$ cat src/rtl/gnv_pkg.sv
// Shared types, constants and tables of the gauge needle vertex generator.
`default_nettype none
package gnv_pkg;

  localparam int SINE_FRAC_BITS = 14;
  localparam int COORD_BITS     = 14;

  localparam int SIN_MAG_W = SINE_FRAC_BITS + 1;
  localparam int SIN_W     = SINE_FRAC_BITS + 2;
  localparam int LEN_W     = 10;
  localparam int PROD_W    = SIN_W + LEN_W + 1;
  localparam int POS_W     = COORD_BITS + 4;

  localparam longint unsigned PI_Q30 = 64'd3373259426;

  typedef logic [8:0]                  ang_t;
  typedef logic signed [9:0]           off_t;
  typedef logic [2:0]                  vidx_t;
  typedef logic [LEN_W-1:0]            len_t;
  typedef logic signed [SIN_W-1:0]     sin_t;
  typedef logic [SIN_MAG_W-1:0]        sin_mag_t;
  typedef sin_mag_t                    sin_tab_t [0:90];

  typedef enum logic [2:0] {
    REG_CENTER_X, REG_CENTER_Y, REG_RADIUS, REG_START_ANGLE,
    REG_ANGLE_SPAN, REG_FULL_SCALE, REG_NEEDLE_STYLE
  } cfg_reg_t;

  typedef enum logic [2:0] {
    STYLE_KITE, STYLE_SPEAR, STYLE_ARROW, STYLE_BAR, STYLE_BAR_TIP,
    STYLE_DIAMOND, STYLE_DIAMOND_WIDE
  } style_t;

  typedef enum logic [3:0] {
    LEN_ZERO, LEN_FULL, LEN_32TH, LEN_3Q, LEN_3Q_16TH, LEN_31_32,
    LEN_HALF, LEN_15_16, LEN_QUARTER, LEN_TWO, LEN_FIVE
  } len_sel_t;

  typedef struct packed {
    logic [11:0]        center_x;
    logic [11:0]        center_y;
    len_t               radius;
    logic signed [9:0]  start_angle;
    logic [8:0]         angle_span;
    logic [15:0]        full_scale;
    logic [2:0]         needle_style;
  } gnv_cfg_t;

  typedef struct packed {
    off_t     off1;
    len_sel_t len1;
    off_t     off2;
    len_sel_t len2;
  } vtx_op_t;

  // Q30 Taylor series per degree, rounded half up to the table precision
  function automatic sin_tab_t build_sin_tab();
    localparam longint unsigned TDIV [1:8] = '{6, 20, 42, 72, 110, 156, 210, 272};
    sin_tab_t        tab;
    longint unsigned x, x2, t;
    longint          sum;
    for (int d = 0; d <= 90; d++) begin
      x   = (longint'(d) * PI_Q30 + 64'd90) / 64'd180;
      x2  = (x * x) >> 30;
      t   = x;
      sum = longint'(x);
      for (int k = 1; k <= 8; k++) begin
        t = ((t * x2) >> 30) / TDIV[k];
        if (k % 2 == 1) sum = sum - longint'(t);
        else sum = sum + longint'(t);
      end
      if (sum < 0) sum = 0;
      sum = (sum + (longint'(1) << (29 - SINE_FRAC_BITS))) >>> (30 - SINE_FRAC_BITS);
      tab[d] = sin_mag_t'(sum);
    end
    return tab;
  endfunction

  localparam sin_tab_t SIN_TAB = build_sin_tab();

  // base angle 0..359 plus offset -90..360, back into 0..359
  function automatic ang_t wrap_small(ang_t b, off_t off);
    logic signed [11:0] s;
    s = $signed({3'b000, b}) + 12'(off);
    if (s < 0) s = s + 12'sd360;
    else if (s >= 12'sd360) s = s - 12'sd360;
    return s[8:0];
  endfunction

  function automatic sin_t sine_deg(ang_t d);
    logic [6:0] idx;
    logic       neg;
    sin_t       m;
    neg = 1'b0;
    if (d <= 9'd90) idx = d[6:0];
    else if (d <= 9'd180) idx = 7'(9'd180 - d);
    else if (d <= 9'd270) begin
      idx = 7'(d - 9'd180);
      neg = 1'b1;
    end else begin
      idx = 7'(9'd360 - d);
      neg = 1'b1;
    end
    m = sin_t'(SIN_TAB[idx]);
    return neg ? -m : m;
  endfunction

  function automatic len_t len_value(len_sel_t sel, len_t r);
    len_t         r34;
    logic [13:0]  r15;
    len_t         v;
    r34 = r - (r >> 2);
    r15 = {4'b0000, r} * 14'd15;
    case (sel)
      LEN_FULL:    v = r;
      LEN_32TH:    v = r >> 5;
      LEN_3Q:      v = r34;
      LEN_3Q_16TH: v = r34 + (r >> 4);
      LEN_31_32:   v = r - (r >> 5);
      LEN_HALF:    v = r - (r >> 1);
      LEN_15_16:   v = len_t'(r15 >> 4);
      LEN_QUARTER: v = r >> 2;
      LEN_TWO:     v = len_t'(2);
      LEN_FIVE:    v = len_t'(5);
      default:     v = '0;
    endcase
    return v;
  endfunction

  function automatic vidx_t vtx_count(logic [2:0] style);
    vidx_t n;
    case (style_t'(style))
      STYLE_KITE, STYLE_SPEAR, STYLE_DIAMOND, STYLE_DIAMOND_WIDE: n = 3'd5;
      STYLE_ARROW, STYLE_BAR, STYLE_BAR_TIP:                      n = 3'd7;
      default:                                                    n = 3'd0;
    endcase
    return n;
  endfunction

  function automatic vtx_op_t mk_op(int o1, len_sel_t l1, int o2, len_sel_t l2);
    vtx_op_t op;
    op.off1 = off_t'(o1);
    op.len1 = l1;
    op.off2 = off_t'(o2);
    op.len2 = l2;
    return op;
  endfunction

  // Each vertex is the pivot plus up to two floored displacements
  function automatic vtx_op_t vtx_op(logic [2:0] style, vidx_t k);
    vtx_op_t op;
    op = mk_op(0, LEN_ZERO, 0, LEN_ZERO);
    case (style_t'(style))
      STYLE_KITE: begin
        case (k)
          3'd0: op = mk_op(0, LEN_FULL, 0, LEN_ZERO);
          3'd1: op = mk_op(90, LEN_32TH, 0, LEN_ZERO);
          3'd2: op = mk_op(180, LEN_32TH, 0, LEN_ZERO);
          3'd3: op = mk_op(270, LEN_32TH, 0, LEN_ZERO);
          default: ;
        endcase
      end
      STYLE_SPEAR: begin
        case (k)
          3'd0: op = mk_op(0, LEN_FULL, 0, LEN_ZERO);
          3'd1: op = mk_op(4, LEN_3Q, 0, LEN_ZERO);
          3'd3: op = mk_op(-4, LEN_3Q, 0, LEN_ZERO);
          default: ;
        endcase
      end
      STYLE_ARROW: begin
        case (k)
          3'd0: op = mk_op(0, LEN_FULL, 0, LEN_ZERO);
          3'd1: op = mk_op(6, LEN_3Q, 0, LEN_ZERO);
          3'd2: op = mk_op(1, LEN_3Q_16TH, 0, LEN_ZERO);
          3'd4: op = mk_op(-1, LEN_3Q_16TH, 0, LEN_ZERO);
          3'd5: op = mk_op(-6, LEN_3Q, 0, LEN_ZERO);
          default: ;
        endcase
      end
      STYLE_BAR: begin
        case (k)
          3'd0: op = mk_op(0, LEN_31_32, -90, LEN_TWO);
          3'd1: op = mk_op(0, LEN_31_32, 0, LEN_ZERO);
          3'd2: op = mk_op(0, LEN_31_32, 90, LEN_TWO);
          3'd3: op = mk_op(90, LEN_TWO, 0, LEN_ZERO);
          3'd5: op = mk_op(-90, LEN_TWO, 0, LEN_ZERO);
          default: ;
        endcase
      end
      STYLE_BAR_TIP: begin
        case (k)
          3'd0: op = mk_op(-60, LEN_FIVE, 0, LEN_ZERO);
          3'd2: op = mk_op(60, LEN_FIVE, 0, LEN_ZERO);
          3'd3: op = mk_op(60, LEN_FIVE, 0, LEN_3Q);
          3'd4: op = mk_op(0, LEN_31_32, 0, LEN_ZERO);
          3'd5: op = mk_op(-60, LEN_FIVE, 0, LEN_3Q);
          default: ;
        endcase
      end
      STYLE_DIAMOND: begin
        case (k)
          3'd0: op = mk_op(0, LEN_31_32, 0, LEN_ZERO);
          3'd1: op = mk_op(12, LEN_HALF, 0, LEN_ZERO);
          3'd3: op = mk_op(-12, LEN_HALF, 0, LEN_ZERO);
          default: ;
        endcase
      end
      STYLE_DIAMOND_WIDE: begin
        case (k)
          3'd0: op = mk_op(0, LEN_15_16, 0, LEN_ZERO);
          3'd1: op = mk_op(15, LEN_QUARTER, 0, LEN_ZERO);
          3'd3: op = mk_op(-15, LEN_QUARTER, 0, LEN_ZERO);
          default: ;
        endcase
      end
      default: ;
    endcase
    return op;
  endfunction

endpackage
`default_nettype wire

$ cat src/rtl/gnv_front.sv
// Front end: reading to needle angle (iterative divide, modulo 360 reduction).
`default_nettype none
module gnv_front (
  input  wire logic             clk,
  input  wire logic             rst_n,
  input  wire logic             start,
  output logic                  busy,
  input  wire logic signed [15:0] in_reading,
  input  wire gnv_pkg::gnv_cfg_t cfg,
  input  wire logic             q_full,
  output logic                  push,
  output gnv_pkg::ang_t         push_angle
);
  import gnv_pkg::*;

  localparam int DVD_W = 24;
  localparam logic [24:0] WRAP_K = 25'd16777440;  // 360 * 46604
  localparam logic [16:0] RECIP_360 = 17'd93206;  // floor(2^25 / 360)

  logic              acc;
  logic signed [25:0] prod;
  logic [DVD_W-1:0]  mag;
  logic [15:0]       divisor;

  logic              act_r, act_nxt;
  logic              done_r, done_nxt;
  logic [2:0]        cnt_r, cnt_nxt;
  logic [DVD_W-1:0]  dvd_r, dvd_nxt;
  logic [16:0]       rem_r, rem_nxt;
  logic              neg_r, neg_nxt;

  logic              hold;
  logic              s1_v_r, s2_v_r;
  logic [24:0]       s1_m_r, s2_m_r;
  logic [15:0]       s2_qh_r;

  logic [DVD_W-1:0]  step_dvd;
  logic [16:0]       step_rem;
  logic signed [24:0] quo, quo_c;
  logic signed [25:0] ang_v;
  logic [41:0]       qprod;
  logic [25:0]       rem360;

  assign hold = s2_v_r && q_full;
  assign busy = act_r || (done_r && hold);
  assign acc  = start && !busy;

  assign divisor = (cfg.full_scale == 16'd0) ? 16'd1 : cfg.full_scale;
  assign prod    = in_reading * $signed({1'b0, cfg.angle_span});
  assign mag     = prod[25] ? DVD_W'(-prod) : DVD_W'(prod);

  // three restoring steps a cycle
  always_comb begin
    step_dvd = dvd_r;
    step_rem = rem_r;
    for (int i = 0; i < 3; i++) begin
      step_rem = {step_rem[15:0], step_dvd[DVD_W-1]};
      if (step_rem >= {1'b0, divisor}) begin
        step_rem = step_rem - {1'b0, divisor};
        step_dvd = {step_dvd[DVD_W-2:0], 1'b1};
      end else begin
        step_dvd = {step_dvd[DVD_W-2:0], 1'b0};
      end
    end
  end

  always_comb begin
    act_nxt  = act_r;
    done_nxt = done_r;
    cnt_nxt  = cnt_r;
    dvd_nxt  = dvd_r;
    rem_nxt  = rem_r;
    neg_nxt  = neg_r;
    if (done_r && !hold) done_nxt = 1'b0;
    if (act_r) begin
      dvd_nxt = step_dvd;
      rem_nxt = step_rem;
      cnt_nxt = cnt_r + 3'd1;
      if (cnt_r == 3'd7) begin
        act_nxt  = 1'b0;
        done_nxt = 1'b1;
      end
    end
    if (acc) begin
      act_nxt = 1'b1;
      cnt_nxt = '0;
      dvd_nxt = mag;
      rem_nxt = '0;
      neg_nxt = prod[25];
    end
  end

  assign quo   = neg_r ? -$signed({1'b0, dvd_r}) : $signed({1'b0, dvd_r});
  assign quo_c = (quo > $signed({16'd0, cfg.angle_span})) ?
                 $signed({16'd0, cfg.angle_span}) : quo;
  assign ang_v = 26'(cfg.start_angle) + 26'(quo_c) - 26'sd90;

  assign qprod  = s1_m_r * RECIP_360;
  assign rem360 = {1'b0, s2_m_r} - ({10'd0, s2_qh_r} * 26'd360);
  assign push   = s2_v_r && !q_full;
  assign push_angle = (rem360 >= 26'd360) ? 9'(rem360 - 26'd360) : 9'(rem360);

  always_ff @(posedge clk) begin
    if (!rst_n) begin
      act_r  <= 1'b0;
      done_r <= 1'b0;
      cnt_r  <= '0;
      s1_v_r <= 1'b0;
      s2_v_r <= 1'b0;
    end else begin
      act_r  <= act_nxt;
      done_r <= done_nxt;
      cnt_r  <= cnt_nxt;
      if (!hold) begin
        s1_v_r <= done_r;
        s2_v_r <= s1_v_r;
      end
    end
  end

  always_ff @(posedge clk) begin
    dvd_r <= dvd_nxt;
    rem_r <= rem_nxt;
    neg_r <= neg_nxt;
    if (!hold) begin
      s1_m_r  <= 25'(ang_v) + WRAP_K;
      s2_m_r  <= s1_m_r;
      s2_qh_r <= 16'(qprod >> 25);
    end
  end

endmodule
`default_nettype wire

$ cat src/rtl/gnv_queue.sv
// Four-entry angle queue between front and back.
`default_nettype none
module gnv_queue (
  input  wire logic          clk,
  input  wire logic          rst_n,
  input  wire logic          push,
  input  wire gnv_pkg::ang_t push_data,
  input  wire logic          pop,
  output gnv_pkg::ang_t      pop_data,
  output logic               full,
  output logic               not_empty
);
  import gnv_pkg::*;

  ang_t       mem_r [0:3];
  logic [1:0] wr_r, rd_r;
  logic [2:0] cnt_r;

  assign full      = (cnt_r == 3'd4);
  assign not_empty = (cnt_r != 3'd0);
  assign pop_data  = mem_r[rd_r];

  always_ff @(posedge clk) begin
    if (!rst_n) begin
      wr_r  <= '0;
      rd_r  <= '0;
      cnt_r <= '0;
    end else begin
      if (push) wr_r <= wr_r + 2'd1;
      if (pop) rd_r <= rd_r + 2'd1;
      cnt_r <= cnt_r + {2'b00, push} - {2'b00, pop};
    end
  end

  always_ff @(posedge clk) begin
    if (push) mem_r[wr_r] <= push_data;
  end

endmodule
`default_nettype wire

$ cat src/rtl/gnv_back.sv
// Back end: vertex sequencer and three-stage point placement pipeline.
`default_nettype none
module gnv_back (
  input  wire logic              clk,
  input  wire logic              rst_n,
  input  wire gnv_pkg::gnv_cfg_t cfg,
  input  wire logic              q_valid,
  input  wire gnv_pkg::ang_t     q_data,
  output logic                   pop,
  output logic                   out_valid,
  output logic signed [gnv_pkg::COORD_BITS-1:0] out_vertex_x,
  output logic signed [gnv_pkg::COORD_BITS-1:0] out_vertex_y,
  output logic [2:0]             out_vertex_index,
  output logic                   out_last_vertex
);
  import gnv_pkg::*;

  localparam logic signed [POS_W-1:0] SAT_HI = POS_W'((1 << (COORD_BITS - 1)) - 1);
  localparam logic signed [POS_W-1:0] SAT_LO = -SAT_HI - POS_W'(1);

  vidx_t   n;
  logic    last_k;
  logic    act_r, act_nxt;
  vidx_t   k_r, k_nxt;
  ang_t    base_r, base_nxt;
  vtx_op_t op;

  logic    s1_v_r, s2_v_r;
  vidx_t   s1_k_r, s2_k_r;
  logic    s1_last_r, s2_last_r;
  sin_t    s1_sin1_r, s1_cos1_r, s1_sin2_r, s1_cos2_r;
  len_t    s1_len1_r, s1_len2_r;
  logic signed [PROD_W-1:0] s2_px1_r, s2_py1_r, s2_px2_r, s2_py2_r;

  logic signed [PROD_W-1:0] ny1, ny2;
  logic signed [POS_W-1:0]  px, py;

  assign n      = vtx_count(cfg.needle_style);
  assign last_k = (k_r == n - 3'd1);
  assign pop    = q_valid && (!act_r || last_k);
  // closing vertex repeats the first
  assign op     = vtx_op(cfg.needle_style, last_k ? vidx_t'(0) : k_r);

  always_comb begin
    act_nxt  = act_r;
    k_nxt    = k_r;
    base_nxt = base_r;
    if (act_r) begin
      k_nxt = k_r + 3'd1;
      if (last_k) act_nxt = 1'b0;
    end
    if (pop) begin
      act_nxt  = (n != 3'd0);
      k_nxt    = '0;
      base_nxt = q_data;
    end
  end

  always_ff @(posedge clk) begin
    if (!rst_n) begin
      act_r     <= 1'b0;
      k_r       <= '0;
      s1_v_r    <= 1'b0;
      s2_v_r    <= 1'b0;
      out_valid <= 1'b0;
    end else begin
      act_r     <= act_nxt;
      k_r       <= k_nxt;
      s1_v_r    <= act_r;
      s2_v_r    <= s1_v_r;
      out_valid <= s2_v_r;
    end
  end

  assign ny1 = -s2_py1_r;
  assign ny2 = -s2_py2_r;
  assign px  = POS_W'({1'b0, cfg.center_x}) + POS_W'(s2_px1_r >>> SINE_FRAC_BITS)
             + POS_W'(s2_px2_r >>> SINE_FRAC_BITS);
  assign py  = POS_W'({1'b0, cfg.center_y}) + POS_W'(ny1 >>> SINE_FRAC_BITS)
             + POS_W'(ny2 >>> SINE_FRAC_BITS);

  always_ff @(posedge clk) begin
    base_r    <= base_nxt;
    // stage 1: angles and table lookups
    s1_k_r    <= k_r;
    s1_last_r <= last_k;
    s1_sin1_r <= sine_deg(wrap_small(base_r, op.off1));
    s1_cos1_r <= sine_deg(wrap_small(base_r, op.off1 + off_t'(90)));
    s1_sin2_r <= sine_deg(wrap_small(base_r, op.off2));
    s1_cos2_r <= sine_deg(wrap_small(base_r, op.off2 + off_t'(90)));
    s1_len1_r <= len_value(op.len1, cfg.radius);
    s1_len2_r <= len_value(op.len2, cfg.radius);
    // stage 2: scale by length
    s2_k_r    <= s1_k_r;
    s2_last_r <= s1_last_r;
    s2_px1_r  <= PROD_W'(s1_sin1_r) * $signed(PROD_W'({1'b0, s1_len1_r}));
    s2_py1_r  <= PROD_W'(s1_cos1_r) * $signed(PROD_W'({1'b0, s1_len1_r}));
    s2_px2_r  <= PROD_W'(s1_sin2_r) * $signed(PROD_W'({1'b0, s1_len2_r}));
    s2_py2_r  <= PROD_W'(s1_cos2_r) * $signed(PROD_W'({1'b0, s1_len2_r}));
    // stage 3: floor, offset from pivot, saturate
    out_vertex_index <= s2_k_r;
    out_last_vertex  <= s2_last_r;
    out_vertex_x <= (px > SAT_HI) ? COORD_BITS'(SAT_HI) :
                    (px < SAT_LO) ? COORD_BITS'(SAT_LO) : COORD_BITS'(px);
    out_vertex_y <= (py > SAT_HI) ? COORD_BITS'(SAT_HI) :
                    (py < SAT_LO) ? COORD_BITS'(SAT_LO) : COORD_BITS'(py);
  end

endmodule
`default_nettype wire

$ cat src/rtl/gauge_needle_vertex_generator.sv
// Top level: configuration registers, front end, angle queue and back end.
`default_nettype none
// Each request runs through divider, modulo 360 reduction, angle queue and back end pipeline.
// New requests wait until the 8-step radix-8 divider is done and the queue takes its result;
// the back end emits 5 or 7 vertices per request (none for style 7) at one a cycle.
// The receiver cannot stall: each vertex is on the out_ ports for one cycle with out_valid.
// Reset (rst_n low, synchronous) loads the register defaults and empties every stage.
module gauge_needle_vertex_generator (
  input  wire logic              clk,
  input  wire logic              rst_n,
  input  wire logic              start,
  output logic                   busy,
  input  wire logic signed [15:0] in_reading,
  output logic                   out_valid,
  output logic signed [gnv_pkg::COORD_BITS-1:0] out_vertex_x,
  output logic signed [gnv_pkg::COORD_BITS-1:0] out_vertex_y,
  output logic [2:0]             out_vertex_index,
  output logic                   out_last_vertex,
  input  wire logic              cfg_valid,
  output logic                   cfg_ready,
  input  wire logic [2:0]        cfg_index,
  input  wire logic [15:0]       cfg_data
);
  import gnv_pkg::*;

  gnv_cfg_t cfg_r;
  logic     q_full, q_valid, q_push, q_pop;
  ang_t     q_in, q_out;

  // register port never stalls
  assign cfg_ready = 1'b1;

  always_ff @(posedge clk) begin
    if (!rst_n) begin
      cfg_r.center_x     <= 12'd150;
      cfg_r.center_y     <= 12'd150;
      cfg_r.radius       <= 10'd100;
      cfg_r.start_angle  <= 10'sd30;
      cfg_r.angle_span   <= 9'd180;
      cfg_r.full_scale   <= 16'd100;
      cfg_r.needle_style <= 3'd1;
    end else if (cfg_valid && cfg_ready) begin
      case (cfg_reg_t'(cfg_index))
        REG_CENTER_X:     cfg_r.center_x    <= cfg_data[11:0];
        REG_CENTER_Y:     cfg_r.center_y    <= cfg_data[11:0];
        REG_RADIUS:       cfg_r.radius      <= cfg_data[9:0];
        REG_START_ANGLE:  cfg_r.start_angle <= $signed(cfg_data[9:0]);
        // span saturates at a full turn
        REG_ANGLE_SPAN:   cfg_r.angle_span  <= (cfg_data[8:0] > 9'd360) ? 9'd360
                                                                        : cfg_data[8:0];
        REG_FULL_SCALE:   cfg_r.full_scale  <= cfg_data;
        REG_NEEDLE_STYLE: cfg_r.needle_style <= cfg_data[2:0];
        default: ;
      endcase
    end
  end

  // front: needle angle, reduced to 0..359
  gnv_front u_front (
    .clk        (clk),
    .rst_n      (rst_n),
    .start      (start),
    .busy       (busy),
    .in_reading (in_reading),
    .cfg        (cfg_r),
    .q_full     (q_full),
    .push       (q_push),
    .push_angle (q_in)
  );

  gnv_queue u_queue (
    .clk       (clk),
    .rst_n     (rst_n),
    .push      (q_push),
    .push_data (q_in),
    .pop       (q_pop),
    .pop_data  (q_out),
    .full      (q_full),
    .not_empty (q_valid)
  );

  // back: one vertex per cycle, unknown style emits nothing
  gnv_back u_back (
    .clk              (clk),
    .rst_n            (rst_n),
    .cfg              (cfg_r),
    .q_valid          (q_valid),
    .q_data           (q_out),
    .pop              (q_pop),
    .out_valid        (out_valid),
    .out_vertex_x     (out_vertex_x),
    .out_vertex_y     (out_vertex_y),
    .out_vertex_index (out_vertex_index),
    .out_last_vertex  (out_last_vertex)
  );

endmodule
`default_nettype wire

$ cat config.mk
export PLATFORM = sky130hd
export DESIGN_NAME = gauge_needle_vertex_generator
export DESIGN_NICKNAME = d
export VERILOG_FILES = /design/src/rtl/gnv_pkg.sv /design/src/rtl/gnv_front.sv /design/src/rtl/gnv_queue.sv /design/src/rtl/gnv_back.sv /design/src/rtl/gauge_needle_vertex_generator.sv
export SDC_FILE = /design/constraint.sdc
export NUM_CORES = 2
export LEC_CHECK = 0
export BUFFER_PORTS_ARGS = -buffer_cell sky130_fd_sc_hd__buf_2
export CAP_MARGIN = 20
export CORE_ASPECT_RATIO = 1.2
export CORE_MARGIN = 3
export CORE_UTILIZATION = 25
export CTS_BUF_LIST = sky130_fd_sc_hd__clkbuf_2 sky130_fd_sc_hd__clkbuf_4 sky130_fd_sc_hd__clkbuf_8
export DETAILED_ROUTE_END_ITERATION = 10
export PLACE_DENSITY_LB_ADDON = 0.3
export SLEW_MARGIN = 20
export SYNTH_ARGS = -nofsm -noshare
export SYNTH_HDL_FRONTEND = slang
export SYNTH_SLANG_ARGS = --single-unit
$ cat constraint.sdc
create_clock -name clk -period 25.6 [get_ports clk]
set_input_delay 7.68 -clock clk [delete_from_list [all_inputs] [get_ports clk]]
set_output_delay 7.68 -clock clk [all_outputs]
set_load 0.005 [all_outputs]
Yosys cells after proc, flatten, opt, wreduce, memory -nomap -nowiden
Memory sizes are Yosys's and may differ from the RTL's. A register that Yosys moved wholly into a read port is not among the register bits.
Cells that the tools add are included.

storage, ports and cells
  bits in registers = 432
  memory bits (writable) = 36
  bits in read-only memories = 7680
  input bits = 39
  logic and storage cells = 306
  memories kept = 5

operators by class
  $add $sub $neg = 57
  $mul = 8
  order comparisons = 34
  equality and inequality tests = 40
  muxes and demuxes = 79
  bitwise operators = 5
  reduce and logical (&&, ||, !) cells = 30

memory list
  memory           depth  width  read ports  clocked after memory_dff  write ports  RTL line         RTL
  (no name shown)  128    15     1           0                         0            gnv_pkg.sv:104   m = sin_t'(SIN_TAB[idx]);
  (no name shown)  128    15     1           0                         0            gnv_pkg.sv:104
  (no name shown)  128    15     1           0                         0            gnv_pkg.sv:104
  (no name shown)  128    15     1           0                         0            gnv_pkg.sv:104
  u_queue.mem_r    4      9      1           1                         1            gnv_queue.sv:15  ang_t mem_r [0:3];

operators by type and width
  operator                                                                                number
  28-bit one-hot mux with 5 select lines                                                  3
  28-bit one-hot mux with 3 select lines                                                  3
  10-bit one-hot mux with 10 select lines                                                 2
  28-bit one-hot mux with 7 select lines                                                  1
  15-bit two-way mux                                                                      12
  16-bit by 11-bit multiplier with 27-bit output                                          4
  27-bit one-hot mux with 4 select lines                                                  1
  9-bit two-way mux                                                                       10
  7-bit two-way mux                                                                       12
  24-bit two-way mux                                                                      3
  16-bit two-way mux                                                                      4
  15-bit negation with 16-bit output                                                      4
  27-bit negation                                                                         2
  17-bit by 16-bit greater-or-equal comparator with 1-bit output                          3
  25-bit two-way mux                                                                      2
  16-bit subtractor                                                                       3
  9-bit subtractor (second input constant)                                                5
  10-bit by 10-bit adder with 11-bit output                                               4
  11-bit by 10-bit greater-or-equal comparator with 1-bit output (second input constant)  4
  11-bit by 1-bit less-than comparator with 1-bit output (second input constant)          4
  25-bit by 16-bit multiplier with 40-bit output (second input constant)                  1
  18-bit adder                                                                            2
  9-bit adder (second input constant)                                                     4
  18-bit by 14-bit > comparator with 1-bit output (second input constant)                 2
  other kinds (56)                                                                        158

Depth between registers and ports, before layout
  word-level depth = 24
  depth in mapped cells = 62
  gate-level depth less buffers = 59

Modules after synthesis
Synthesis repeated with hierarchy kept, for this count alone.

unflattened totals
  cells, all modules = 8760
  area, all modules = 75895.3 µm²

by module, submodules not included
  module                         instances  cells each  area each (µm²)  sequential area each (µm²)
  gnv_back                       1          5765        47884.7          4494.3
  gnv_front                      1          2566        23475.0          3193.1
  gauge_needle_vertex_generator  1          339         2791.4           1441.4
  gnv_queue                      1          90          1744.2           1261.2

Worst setup path before layout
No wires, ideal clock.

  kind = input to register
  from = input in_reading[5]
  to = register u_front.dvd_r[21], data pin
  library setup time = 267 ps
  arrival = 14190 ps
  data required time = 25333 ps
  slack = 11143 ps
  stages on the path = 31
  cells stage by stage = clkbuf_1 nand2_1 fa_1 fa_1 inv_1 ha_1 inv_1 fa_1 inv_1 fa_1 ha_1 a21oi_1 o21ai_0 a21oi_1 o21ai_0 a21oi_1 o21ai_0 a21oi_1 o21ai_0 a21oi_1 o21ai_0 a2111oi_0 o311ai_0 a31o_2 a21o_1 xnor2_1 inv_1 clkbuf_1 o21ai_0 xnor2_1 o21ai_0

on the way
  elaborated cells between the ends (all ways) = 4
  those cells by class = add/sub: 1; mul: 1; mux: 2

RTL lines
  element                                         RTL line                             RTL
  start: declaration                              gauge_needle_vertex_generator.sv:13  input wire logic signed [15:0] in_reading,
  16-bit by 10-bit multiplier with 26-bit output  gnv_front.sv:49                      assign prod = in_reading * $signed({1'b0, cfg.angle_span});
  named net u_front.prod[25]                      gnv_front.sv:21                      logic signed [25:0] prod;
  24-bit two-way mux                              gnv_front.sv:50                      assign mag = prod[25] ? DVD_W'(-prod) : DVD_W'(prod);
  24-bit two-way mux                              gnv_front.sv:84                      if (acc) begin
  named net u_front.dvd_nxt[21]                   gnv_front.sv:28                      logic [DVD_W-1:0] dvd_r, dvd_nxt;
  end signal: assignment                          gnv_front.sv:122                     dvd_r <= dvd_nxt;
  end: declaration                                gnv_front.sv:28

The timed path passes the listed nets, and every way through them passes these cells.
A chain may end at the register's enable or synchronous reset.

Final worst setup path
  from = input in_reading[3]
  to = register u_front.dvd_r[22], data pin

on the way
  longest elaborated chain between the ends = 4

RTL lines
  element                                             RTL line
  16-bit by 10-bit multiplier with 26-bit output (*)  gnv_front.sv:49
  24-bit negation                                     gnv_front.sv:50
  24-bit two-way mux (*)                              gnv_front.sv:50
  24-bit two-way mux (*)                              gnv_front.sv:84
  named net u_front.dvd_nxt[22]                       gnv_front.sv:28

The timed path passes the listed nets; every way through them passes the cells marked *.

==> run summary <==
Outcome - finished clean
Period utilization - 57.8%
Max Cap Viol - 0
I/O pin total - 74
Worst setup EP type - flip-flop
Residual DRC - 0
Hold Vio Cnt, Final - 0
Initial antenna violation count - 17
Full die area - 0.305 mm²
Max incr delay on CP - 0.80 ns
Pins Over Slew Limit - 0
Fmax - 67.6 MHz
Worst-path clk slew - 0.06 ns
Clock root cell - clkbuf_8
Crit-path max FO - 13
Area delta synth->final - 8.54%
Final #Nets - 10200
Synth top area cells - fa_1 24%, ha_1 14%, dfxtp_1 8.4%
Required time of the critical path - 26.17 ns
Final instance area - 0.0809 mm²
Max-slew headroom - 29.7%
Hold Path Class - reg -> reg
Vias after detailed routing - 59900
Number of global-route vias before repair - 63900
Clock sink count - 449
Syn nets - 10400
EDFF count, synth - 136
TritonCTS clock tree - done
Slowest CP cell - a2111oi_0
Clk Latency, worst-skew pair - 0.84 ns
Starting Density - 25.2%
Global-route wire length before repair - 347000 µm
Share of cells above drive strength 1 - 6.09%
Post-CTS resize count - 0
Setup Viol. Count Final - 0
Worst Reg2Reg Path Length in Cells - 59
Wire per inst - 17.0 µm
Post-Synthesis Cell Area - 0.0745 mm²
Final wirelength - 212000 µm
Worst slew pin tran - 1.03 ns
Drt first-iter violations - 3663
Die X - 504 µm
CTS max path bufs - 3
Core ar. - 0.295 mm²
Critical path launch point - in_reading[3]
HPWL after detailed placement - 168000 µm
Gate Count Post-Synth - 8619
Final Worst Setup Slack - 10.81 ns
RSZ-0062 raised after global routing - no
Cell taking the most area after synthesis - fa_1
FF-to-FF Start - cfg_r[14]$_SDFFE_PN0P_
Syn Area/Cell - 8.65 µm²
Fin crit period - 14.79 ns
Die Ht - 604 µm
Ys flop type - dfxtp_1
Total gr overflow - 0
CTS Hold Bufs - 0
Worst slack, placed - 9.94 ns
Number of synthesized register bits - 449
Total GRT Usage - 13.8%
Pin count of the biggest net entering global routing - 90
Vias/cell - 4.79
FF-to-FF setup slack - 12.19 ns
CP Launch Type - input port
PortBufs - 72
Worst Path Arrival - 15.35 ns
Most used cell, CP - o21ai_0
Yosys warns - 0
Clock skew - 0.0649 ns
Worst setup path end - u_front.dvd_r[22]$_DFFE_PP_
H-tree depth - 3
Cell area after placement - 0.0789 mm²
Synth async-reset ratio - 0%
DRT Pass-1 Iters - 6
Routed Antenna Nets - 0
Sequential fraction of the synthesis area - 13.9%
WS Path Type - in -> reg
Setup TNS - 0 ns
Reg2reg end - u_front.rem_r[6]$_SDFFE_PP0P_
CTS Buf Count - 91
Post-CTS Setup Bufs - 0
Distinct cells, synth - 140
Cell row count - 218
Routability-driven placement congestion ratio - 0.871
Share of the synthesized area in the top cell type - 24.0%
[flip-flops by register name (all words and copies together) (netlist names), 9 cells and up]
name and cells:
u_back.s1_sin2_r 16, u_front.dvd_r 24, u_front.rem_r 16, u_back.out_vertex_x 14, cfg_r 72, u_back.s2_px2_r 13
u_back.s1_len1_r 10, u_front.s1_m_r 25, u_back.s2_px1_r 13, u_queue.mem_r 36, u_back.s1_len2_r 10, u_back.s1_cos2_r 16
u_front.s2_qh_r 16, u_back.s2_py1_r 27, u_back.base_r 9, u_back.s2_py2_r 27, u_back.s1_cos1_r 16, u_back.out_vertex_y 14
u_front.s2_m_r 25, u_back.s1_sin1_r 16
[how the worst min path moves through the flow]
stage                                         from                             end  slack [ns]  depth (start not counted)
final                     u_back.s1_last_r$_DFF_P_        u_back.s2_last_r$_DFF_P_        0.32                          0
after global routing      u_back.s1_k_r[2]$_DFF_P_        u_back.s2_k_r[2]$_DFF_P_        0.34                          0
after CTS                 u_back.s1_last_r$_DFF_P_        u_back.s2_last_r$_DFF_P_        0.33                          0
after detailed placement  u_back.s2_last_r$_DFF_P_  u_back.out_last_vertex$_DFF_P_        0.31                          0
after global placement    u_back.s1_last_r$_DFF_P_        u_back.s2_last_r$_DFF_P_        0.31                          0
after floorplan           u_back.s2_last_r$_DFF_P_  u_back.out_last_vertex$_DFF_P_        0.31                          0
[through the flow]
stage,hold WS [ns],instances,utilization (%)
6_report,0.323,12500,27.4
5_1_grt,0.343,12500,27.4
4_1_cts,0.325,12500,27.4
3_5_place_dp,0.312,12300,26.7
3_3_place_gp,0.313,12300,26.7
2_1_floorplan,0.310,8619,-
[metal layers]
metal / wire length, µm / track usage (%) / up-vias
met3: 8420 / 1.58 / 390
met1: 91700 / 17.2 / 29600
met2: 105000 / 24.6 / 1384
met5: 29 / 0 / -
li1: - / - / 28500
met4: 6880 / 4.71 / 4
[critical path, delay by kind of cell]
family	cells	cell delay, ns
compound gates	15	3.47
fa+ha+maj	6	2.68
buf+inv	6	0.84
xor+xnor	2	0.28
mux	1	0.26
simple gates	1	0.11
[layout by cell type (no fill, tap or decap), types with 85 or more instances in the layout]
cell,instances
a21o_1,118
o21ai_0,339
nand3_1,129
nor2_1,433
clkbuf_8,99
a21boi_0,91
inv_1,1286
xnor2_1,291
a21oi_1,407
xor2_1,135
buf_4,85
nand2_1,832
dfxtp_1,313
fa_1,893
ha_1,817
a211oi_1,91
edfxtp_1,136
and2_1,511
nor3_1,137
[synthesized netlist by cell type (31+ instances only)]
library cell  number
inv_1           1287
fa_1             893
nand2_1          832
ha_1             818
and2_1           511
nor2_1           437
a21oi_1          407
o21ai_0          339
dfxtp_1          313
xnor2_1          291
clkbuf_1         275
nor3_1           141
edfxtp_1         136
xor2_1           135
nand3_1          129
a21o_1           118
a211oi_1          91
a21boi_0          91
o211ai_1          81
mux2i_1           72
buf_2             67
o21bai_1          65
nor2b_1           62
a31oi_1           59
nand2b_1          58
o21a_1            54
o31ai_1           49
nand4_1           45
nor4_1            43
or3_1             37
mux2_2            36
and3_1            31
[kinds of logic (layout without fill, tap and decap cells)]
family	after synthesis	in the layout	synth area share, %
adder cells (fa/ha/maj)	1713	1713	37.8
XOR/XNOR	433	433	5.18
flip-flops	449	449	13.9
AND/OR/NAND/NOR	2440	2440	16.1
AO/OA/AOI/OAI	1776	1776	16.4
other	2	10	0.0101
buffers and inverters	1685	1621	8.80
multiplexers	121	121	1.87
[layout make-up]
cell class,count,area (µm²)
diodes,8,20.0
clock buffers,123,1540
clock inverters,44,407
fillers,31800,214000
inverters,1296,4860
multi-input cells,6485,57700
flip-flops and latches,449,10300
well taps,3960,4950
repair buffers,158,1030
Power is not shown: default switching activity piles up to over one toggle a cycle in this logic, so the estimate is an artifact.
